==> src/fsqrt_pkg.sv <==
// fsqrt_pkg: shared types, constants and recurrence step for the square root pipeline
// no dependencies
`timescale 1ns / 1ps
package fsqrt_pkg;

  localparam int unsigned STEPS = 26;
  localparam int unsigned STEPS_PER_STAGE = 2;
  localparam int unsigned NUM_STAGES = STEPS / STEPS_PER_STAGE;
  localparam logic [7:0] EXP_BIAS = 8'd127;
  localparam logic [31:0] HIDDEN_BIT = 32'h0080_0000;
  localparam logic [31:0] FRAC_MASK = 32'h007f_ffff;
  localparam logic [31:0] FIRST_BIT = 32'h0200_0000;

  typedef struct packed {
    logic [7:0]  e8;
    logic [31:0] rem;
    logic [31:0] acc;
    logic [31:0] bitv;
  } fsqrt_work_t;

  function automatic fsqrt_work_t fsqrt_step(input fsqrt_work_t w);
    fsqrt_work_t r;
    logic [31:0] trial;
    logic [31:0] dbl;
    r = w;
    trial = w.acc + w.bitv;
    dbl = w.rem + w.rem;
    r.rem = dbl;
    if (trial <= dbl) begin
      r.acc = trial + w.bitv;
      r.rem = dbl - trial;
    end
    r.bitv = w.bitv >> 1;
    return r;
  endfunction

endpackage

==> src/fsqrt_stage.sv <==
// fsqrt_stage: one pipeline register holding two steps of the root recurrence
// depends on fsqrt_pkg
`timescale 1ns / 1ps
module fsqrt_stage (
  input  logic                  clk,
  input  logic                  rst,
  input  logic                  in_valid,
  output logic                  in_ready,
  input  fsqrt_pkg::fsqrt_work_t in_work,
  output logic                  out_valid,
  input  logic                  out_ready,
  output fsqrt_pkg::fsqrt_work_t out_work
);
  import fsqrt_pkg::*;

  fsqrt_work_t work_next;

  always_comb begin
    work_next = in_work;
    for (int i = 0; i < STEPS_PER_STAGE; i++) begin
      work_next = fsqrt_step(work_next);
    end
  end

  assign in_ready = !out_valid || out_ready;

  always_ff @(posedge clk) begin
    if (rst) begin
      out_valid <= 1'b0;
    end else if (in_ready) begin
      out_valid <= in_valid;
    end
  end

  always_ff @(posedge clk) begin
    if (in_ready && in_valid) begin
      out_work <= work_next;
    end
  end

endmodule

==> src/float32_square_root.sv <==
// float32_square_root: pipelined single-precision square root, round to nearest
// depends on fsqrt_pkg and fsqrt_stage
//
// usage:
//   input channel operand_valid / operand_ready / operand_bits carries one
//   32-bit operand word; the sign bit is ignored
//   output channel root_valid / root_ready / root_bits carries the root word
//   a word moves when valid and ready are both high at a rising clock edge
// pipeline: 13 recurrence stages of two digit steps each, then the rounding and
//   exponent output register
// throughput: one word per cycle unless a low root_ready stalls the pipe; the
//   per-stage add, compare and subtract chain of two digit steps sets the clock
// reset: rst is synchronous and clears every stage valid bit, so the pipe
//   empties at once
// stall: when root_ready is low the output register holds its word; each
//   stage still fills any bubble ahead of it, so operand_ready stays high
//   until every stage holds a word
`timescale 1ns / 1ps
module float32_square_root (
  input  logic        clk,
  input  logic        rst,
  input  logic        operand_valid,
  output logic        operand_ready,
  input  logic [31:0] operand_bits,
  output logic        root_valid,
  input  logic        root_ready,
  output logic [31:0] root_bits
);
  import fsqrt_pkg::*;

  logic        stg_valid [NUM_STAGES+1];
  logic        stg_ready [NUM_STAGES+1];
  fsqrt_work_t stg_work  [NUM_STAGES+1];

  logic [7:0]  e8;
  logic [31:0] mant;
  fsqrt_work_t first_work;
  logic [31:0] fin_acc;
  logic [7:0]  fin_e8;
  logic [31:0] frac;
  logic [7:0]  new_exp;
  logic [31:0] root_next;
  logic        out_ready;

  // unbias and align the significand
  always_comb begin
    e8 = operand_bits[30:23] - EXP_BIAS;
    mant = (operand_bits & FRAC_MASK) | HIDDEN_BIT;
    mant = e8[0] ? (mant << 2) : (mant << 1);
    first_work.e8 = e8;
    first_work.rem = mant;
    first_work.acc = 32'd0;
    first_work.bitv = FIRST_BIT;
  end

  assign stg_work[0] = first_work;
  assign stg_valid[0] = operand_valid;
  assign operand_ready = stg_ready[0];

  for (genvar g = 0; g < NUM_STAGES; g++) begin : g_stage
    fsqrt_stage u_stage (
      .clk       (clk),
      .rst       (rst),
      .in_valid  (stg_valid[g]),
      .in_ready  (stg_ready[g]),
      .in_work   (stg_work[g]),
      .out_valid (stg_valid[g+1]),
      .out_ready (stg_ready[g+1]),
      .out_work  (stg_work[g+1])
    );
  end

  // rounding and exponent
  always_comb begin
    fin_acc = stg_work[NUM_STAGES].acc;
    fin_e8 = stg_work[NUM_STAGES].e8;
    frac = ((fin_acc >> 3) ^ HIDDEN_BIT) + {31'd0, fin_acc[2]};
    new_exp = {fin_e8[7], fin_e8[7:1]} + EXP_BIAS;
    root_next = {1'b0, new_exp, 23'd0} | frac;
  end

  assign out_ready = !root_valid || root_ready;
  assign stg_ready[NUM_STAGES] = out_ready;

  always_ff @(posedge clk) begin
    if (rst) begin
      root_valid <= 1'b0;
    end else if (out_ready) begin
      root_valid <= stg_valid[NUM_STAGES];
    end
  end

  always_ff @(posedge clk) begin
    if (out_ready && stg_valid[NUM_STAGES]) begin
      root_bits <= root_next;
    end
  end

endmodule
==> config.mk <==
export PLATFORM = sky130hd
export DESIGN_NAME = float32_square_root
export DESIGN_NICKNAME = d
export VERILOG_FILES = /design/src/fsqrt_pkg.sv /design/src/fsqrt_stage.sv /design/src/float32_square_root.sv
export SDC_FILE = /design/constraint.sdc
export NUM_CORES = 1
export LEC_CHECK = 0
export ABC_AREA = 1
export BUFFER_PORTS_ARGS = -buffer_cell sky130_fd_sc_hd__buf_2
export CORE_MARGIN = 5
export CORE_UTILIZATION = 50
export DETAILED_ROUTE_END_ITERATION = 10
export GPL_ROUTABILITY_DRIVEN = 0
export PLACE_DENSITY = 0.67
export SYNTH_ARGS = -nofsm -noshare
export SYNTH_HDL_FRONTEND = slang
export SYNTH_SLANG_ARGS = --single-unit
==> constraint.sdc <==
create_clock -name clk -period 7 [get_ports clk]
set_clock_uncertainty 0.15 [all_clocks]
set_input_delay 0.35 -clock clk [delete_from_list [all_inputs] [get_ports clk]]
set_output_delay 0.35 -clock clk [all_outputs]
set_load 0.02 [all_outputs]
==> results.md, run 1 <==
* Total vias in the final route at 33500
* Clock Sinks at approximately 590
* Max Root-Sink Buffers at 3
* Dpl hpwl at 80000 µm
* Setup TNS Final at 0 ns
* Max-slew headroom at 22.8%
* Synth top area cells: edfxtp_1 (42%), nand2_1 (12%), ha_1 (9.8%)
* Remaining Overflow, GRT at 0
* Layout cells sized above 1 at 6.21%
* Fin crit period at 5.68 ns
* TritonCTS clock tree: done
* Total track usage at between 20 and 25%
* # Max-Cap Violations at 0
* Die area at 87600 µm²
* Max incr delay on CP at 0.54 ns
* Crit-path slowest cell: inv_1
* Via density at roughly 5.4
* Reg2Reg Launch Point: g_stage[8].u_stage.out_work[73]
* Initial Util at 50.6%
* Vias in the first global route at 31200
* RSZ-0062 raised after global routing: false
* R2R cell count at 25
* Status: finished clean
* Synth unique cells at between 60 and 70
* Chip height at just under 300 µm
* Sequential share of the synthesized area at 42.8%
* Max Clk Rate at between 150 and 200 MHz
* Leakage power at 19.3 nW
* ANT nets after route at 0
* TritonRoute pass-1 iters at 6
* Total power at just over 8 mW
* Worst Setup SP: g_stage[8].u_stage.out_work[73]
* Top cell type's share of synthesized area at 42.1%
* Largest area contributor in the netlist: edfxtp_1
* CP Capture Type: flip-flop
* Crit path required time at about 7 ns
* Post-synth design cell area at 40900 µm²
* Initial antenna violation count at 0
* Avg Cell Area, Syn at a little over 8 µm²
* Core ar. at 80800 µm²
* Largest net degree at the start of global routing at 52
* Worst-path fanout max at 25
* Least-Margin Pin Slew at 1.16 ns
* Critical Path Source Type: flip-flop
* Most frequent cells in the layout: nand2_1 (1283), inv_1 (622), edfxtp_1 (573)
* Final setup fails at 0
* I/O Buffers at 67
* Ys Warns at 0
* Reg-to-reg slack, setup at between 1 and 1.5 ns
* PwrDens at 182 nW/µm²
* Commonest non-fill, non-tap cell in the layout: nand2_1
* Prevailing post-synth register cell: edfxtp_1
* FF+latch count, synth at between 500 and 600
* Worst vdd ir at 200 µV
* Crit Path Category: reg2reg
* Asr flop ratio synth at 0%
* Slew Viols, Final at 0
* H-tree depth at 3
* Crit path top cell by count: nand2_1
* Die X at about 300 µm
* Std cell rows at 104
* P&R area growth vs syn at 9.61%
* Layout net count at 5434
* Routed WL at 101000 µm
* Cells after Synth at 4943
* Drt wl/cell at 16.4 µm
* DR iter-0 viols at roughly 3000
* Worst Setup EP: g_stage[9].u_stage.out_work[73]
* Global-route wire length before repair at 161000 µm
* DRC errors left at 0
* CTS root buffer: clkbuf_16
* Min-Delay Path Class: in2reg
* IO Pins at 70
* Post-synth EDFFs at between 500 and 600
* Num CTS Buffers at 67
* Reg-to-reg critical path endpoint: g_stage[9].u_stage.out_work[73]
* Worst path arrival time at 5.88 ns
* Clock-pin slew on the worst setup and hold paths at roughly 0.060 ns
* Clock Latency Late Sink at 0.61 ns
* Tcrit/Tclk final at 81.2%
* Final Hold Vio Count at 0
==> where the power goes <==
group	leakage, nW	switching, mW	internal, mW
Combinational	12.9	0.513	0.293
Clock	1.03	1.49	1.91
Sequential	5.34	0.0480	3.92
==> kinds of logic (layout without fill, tap and decap cells) <==
family / count (synthesis) / after routing / share of synthesized area (%)
simple gates: 2229 / 2229 / 23.4
compound gates: 838 / 838 / 11.2
buf+inv: 700 / 879 / 6.88
flops: 587 / 587 / 42.8
fa+ha+maj: 326 / 326 / 10.1
xor+xnor: 260 / 260 / 5.57
other cells: 2 / 4 / 0.0184
mux: 1 / 1 / 0.0245
==> synthesized netlist by cell type (8+ instances only) <==
cell and n:
nand2_1 1283, inv_1 624, edfxtp_1 573, nor2_1 391, o21ai_0 340, a21oi_1 330, ha_1 319, nand3_1 261
xor2_1 137, xnor2_1 123, nand4_1 87, nor3_1 53, a21o_1 26, o21ai_1 25, buf_2 24, nand3b_1 23
nor4_1 22, a31oi_1 21, o21a_1 21, nand3_2 19, nand2_2 18, o21bai_1 18, nor2_2 17, or2_2 17
o211ai_1 15, dfxtp_1 14, buf_6 13, buf_4 11, clkbuf_1 10, inv_2 10, a21oi_2 8, nor3_2 8
==> stage by stage <==
step | setup WS (ns) | cell area [µm²] | utilization (%) | hold slack (ns) | cells
floorplan | 2.63 | 40900 | - | 0.250 | 4944
global placement | 1.46 | 42300 | 52.4 | 0.250 | 6026
detailed placement | 1.38 | 42300 | 52.4 | 0.255 | 6026
CTS | 1.32 | 44800 | 55.4 | 0.00264 | 6183
global route | 0.829 | 44800 | 55.4 | 0.0268 | 6183
finish | 1.32 | 44800 | 55.4 | 0.0313 | 6184
==> registers in the layout, indices dropped and copies added (netlist names) <==
register                   count
g_stage.u_stage.out_valid     13
g_stage.u_stage.out_work     542
root_bits                     31
root_valid                     1
==> per-layer routing <==
metal | GRT usage (%) | share of wire (%)
met4 | 5.71 | 2.4
met3 | 3.83 | 6.6
met1 | 31.8 | 45
met2 | 37.1 | 46
met5 | 0 | 0
==> critical path, delay by kind of cell, from the launching register on <==
kind	cells	cell delay, ns
AOI/OAI and AO/OA	5	0.96
and+or+nand+nor	12	1.38
DFF	1	0.46
buffers and inverters	5	1.30
adders and majority gates	3	1.11
==> worst min-delay path by stage <==
stage                                                    to                              from  cells past startpoint  slack (ns)
after global routing        g_stage[0].u_stage.out_work[73]                   operand_bits[5]                      3        0.03
after floorplan           g_stage[10].u_stage.out_work[100]  g_stage[9].u_stage.out_work[100]                      0        0.25
after detailed placement  g_stage[10].u_stage.out_work[100]  g_stage[9].u_stage.out_work[100]                      0        0.25
after global placement     g_stage[2].u_stage.out_work[102]  g_stage[1].u_stage.out_work[102]                      0        0.25
final                       g_stage[0].u_stage.out_work[73]                   operand_bits[5]                      3        0.03
after CTS                   g_stage[0].u_stage.out_work[77]                   operand_bits[9]                      3       0.003
==> area by class of cell <==
cell class | count | area, µm²
timing repair buffer | 121 | 833
tap | 1060 | 1330
multi-input combinational | 3657 | 20600
antenna | 1 | 2.50
clock buffer | 83 | 1770
inverter | 638 | 2390
fill | 7286 | 36000
sequential | 587 | 17500
clock inverter | 37 | 354
==> repair_timing <==
item                                   4_1_cts  5_1_grt
setup buffers                                0        0
endpoints found under the hold margin       42        0
hold buffers                                37        0
resized for setup                            0        0
No activity file was read; power rests on OpenSTA's default activity.
==> run 2: changes to the inputs <==
==> constraint.sdc (replaced) <==
create_clock -name clk -period 5.5 [get_ports clk]
set_clock_uncertainty 0.15 [all_clocks]
set_input_delay 0.275 -clock clk [delete_from_list [all_inputs] [get_ports clk]]
set_output_delay 0.275 -clock clk [all_outputs]
set_load 0.02 [all_outputs]
==> results.md, run 2 (synthesized netlist as in run 1, its figures left out) <==
* P&R area growth vs syn at 10.4% (was 9.61%)
* Drt wl/cell at 16.2 µm (was 16.4 µm)
* Tcrit/Tclk final at 91.5% (was 81.2%)
* Hold Path Depth at 4 (was 3)
* Initial Util at 50.6% (unchanged)
* Dpl cell area at 42400 µm² (was 42300 µm²)
* Std cell rows at 104 (unchanged)
* Largest net degree at the start of global routing at 59 (was 52)
* Clock Sinks at 587 (unchanged)
* TritonRoute pass-1 iters at 7 (was 6)
* Critical Path Source Type: flip-flop (unchanged)
* Clock Latency Late Sink at 0.62 ns (was 0.61 ns)
* Regs by FF count: g_stage.u_stage.out_work: 542 flops, root_bits: 31 flops, g_stage.u_stage.out_valid: 13 flops (unchanged)
* Most frequent cells in the layout: nand2_1 (1283), inv_1 (622), edfxtp_1 (573) (unchanged)
* Inst Count DP at 6043 (was 6026)
* Clock-pin slew on the worst setup and hold paths at 0.06 ns (about the same)
* Crit Path Category: reg2reg (unchanged)
* Layout cells sized above 1 at 6.54% (was 6.21%)
* # diodes at 0 (was 1)
* RSZ-0062 raised after global routing: false (unchanged)
* H-tree depth at 3 (unchanged)
* PwrDens at 235 nW/µm² (was 182 nW/µm²)
* IO Pins at 70 (unchanged)
* Setup Fix Bufs, Post-CTS at 0 (unchanged)
* Max FFs per register at 542 (unchanged)
* CP Capture Type: flip-flop (unchanged)
* Num CTS Buffers at 67 (unchanged)
* Slew Viols, Final at 0 (unchanged)
* Core ar. at 80800 µm² (unchanged)
* # Max-Cap Violations at 0 (unchanged)
* Min-delay src: operand_bits[21] (was operand_bits[5])
* Chip height at 296 µm (unchanged)
* Status: finished clean (unchanged)
* Reg-to-reg slack, setup at 0.47 ns (was 1.32 ns)
* Layout net count at 5458 (was 5434)
* Worst vdd ir at 227 µV (was 200 µV)
* Commonest non-fill, non-tap cell in the layout: nand2_1 (unchanged)
* R2R cell count at 23 (was 25)
* Leakage power at 19.4 nW (was 19.3 nW)
* Die area at 87600 µm² (unchanged)
* Least-Margin Pin Slew at 1.06 ns (was 1.16 ns)
* TritonCTS clock tree: done (unchanged)
* Setup TNS Final at 0 ns (unchanged)
* DR iter-0 viols at 2868 (was 2976)
* Max-slew headroom at 29.0% (was 22.8%)
* Hold Path End: g_stage[0].u_stage.out_work[93] (was g_stage[0].u_stage.out_work[73])
* I/O Buffers at 67 (unchanged)
* Max Clk Rate at 199 MHz (was 176 MHz)
* Global-route wire length before repair at 160000 µm (was 161000 µm)
* Vias in the first global route at 31000 (was 31200)
* Reg-to-reg critical path endpoint: g_stage[10].u_stage.out_work[71] (was g_stage[9].u_stage.out_work[73])
* Remaining Overflow, GRT at 0 (unchanged)
* Dpl hpwl at 79800 µm (was 80000 µm)
* Crit path required time at 5.72 ns (was 7.20 ns)
* Register bank with the most flops: g_stage.u_stage.out_work (unchanged)
* Worst path arrival time at 5.25 ns (was 5.88 ns)
* Max Root-Sink Buffers at 3 (unchanged)
* Fin crit period at 5.03 ns (was 5.68 ns)
* Design area at 45100 µm² (was 44800 µm²)
* DRC errors left at 0 (unchanged)
* Min-Delay Path Class: in2reg (unchanged)
* Final setup fails at 0 (unchanged)
* Total vias in the final route at 33500 (about the same)
* Total track usage at 22.5% (was 22.7%)
* Worst-path fanout max at 33 (was 25)
* Via density at 5.39 (was 5.41)
* Initial antenna violation count at 3 (was 0)
* ANT nets after route at 0 (unchanged)
* Final Non-Filler Cells at 6210 (was 6184)
* CTS root buffer: clkbuf_16 (unchanged)
* Die X at 296 µm (unchanged)
* Final Hold Vio Count at 0 (unchanged)
* Routed WL at 101000 µm (about the same)
* Reg2Reg Launch Point: g_stage[9].u_stage.out_work[71] (was g_stage[8].u_stage.out_work[73])
## run 2: metrics by stage
stage               util, %  setup WS, ns  power [mW]  hold WS (ns)
finish                 55.8         0.470        10.6         0.110
global route           55.8        0.0288        11.0         0.113
CTS                    55.8         0.538        10.7        0.0535
detailed placement     52.5         0.563        6.13         0.255
global placement       52.5         0.575        6.12         0.251
floorplan                 -          1.13        5.90         0.194
## run 2: layer usage
| metal | share of wire, % | wire, µm | up-vias | GRT usage [%] |
|---|---|---|---|---|
| met2 | 45 | 44800 | 1014 | 36.2 |
| met5 | 0 | 0 | - | 0 |
| met1 | 46 | 46500 | 15200 | 32.1 |
| met3 | 6.5 | 6510 | 169 | 3.54 |
| li1 | - | - | 17100 | - |
| met4 | 2.7 | 2750 | 0 | 5.95 |
## run 2: area by class of cell
cell class,count,area [µm²]
fillers,7323,35700
multi-input cells,3657,20600
flip-flops and latches,587,17500
inverters,638,2390
clock buffers,74,1700
well taps,1060,1330
repair buffers,145,1030
clock inverters,49,542
## run 2: repair_timing
action,CTS,global route
gates resized for setup,0,1
endpoints found under the hold margin,46,0
endpoints found under the setup margin,0,6
hold buffers,44,0
## run 2: worst max-delay path by stage
stage                                  endpoint  cells after the start  slack, ns                       startpoint
3_3_place_gp   g_stage[10].u_stage.out_work[71]                     23       0.58  g_stage[9].u_stage.out_work[71]
3_5_place_dp    g_stage[8].u_stage.out_work[82]                     25       0.56  g_stage[7].u_stage.out_work[44]
6_report       g_stage[10].u_stage.out_work[71]                     23       0.47  g_stage[9].u_stage.out_work[71]
2_1_floorplan   g_stage[9].u_stage.out_work[73]                     27       1.13  g_stage[8].u_stage.out_work[73]
5_1_grt         g_stage[9].u_stage.out_work[73]                     27       0.03  g_stage[8].u_stage.out_work[73]
4_1_cts         g_stage[9].u_stage.out_work[73]                     23       0.54  g_stage[8].u_stage.out_work[73]
## run 2: power breakdown
group	switching (mW)	internal [mW]	leakage [nW]
Clock	1.89	2.61	1.07
Combinational	0.658	0.378	13.0
Sequential	0.0605	4.99	5.34
Total	2.60	7.99	19.4
## run 2: worst max-delay path, cell delays in order, from the launching register on
cell      delay [ns]
edfxtp_1        0.45
ha_1            0.27
fa_1            0.47
nand2_1         0.09
inv_1           0.05
nand2_1         0.06
nand3_2         0.12
nand2_1         0.09
nand2_1         0.09
nand2_1         0.11
nand3_2         0.09
inv_1           0.07
buf_4           0.29
o21ai_0         0.24
ha_1            0.38
a21oi_1         0.24
o21ai_0         0.15
a21oi_1         0.13
nand3b_1        0.21
nand4_1         0.22
nand3_2         0.10
inv_2           0.42
nand2_1         0.13
o21a_1          0.14
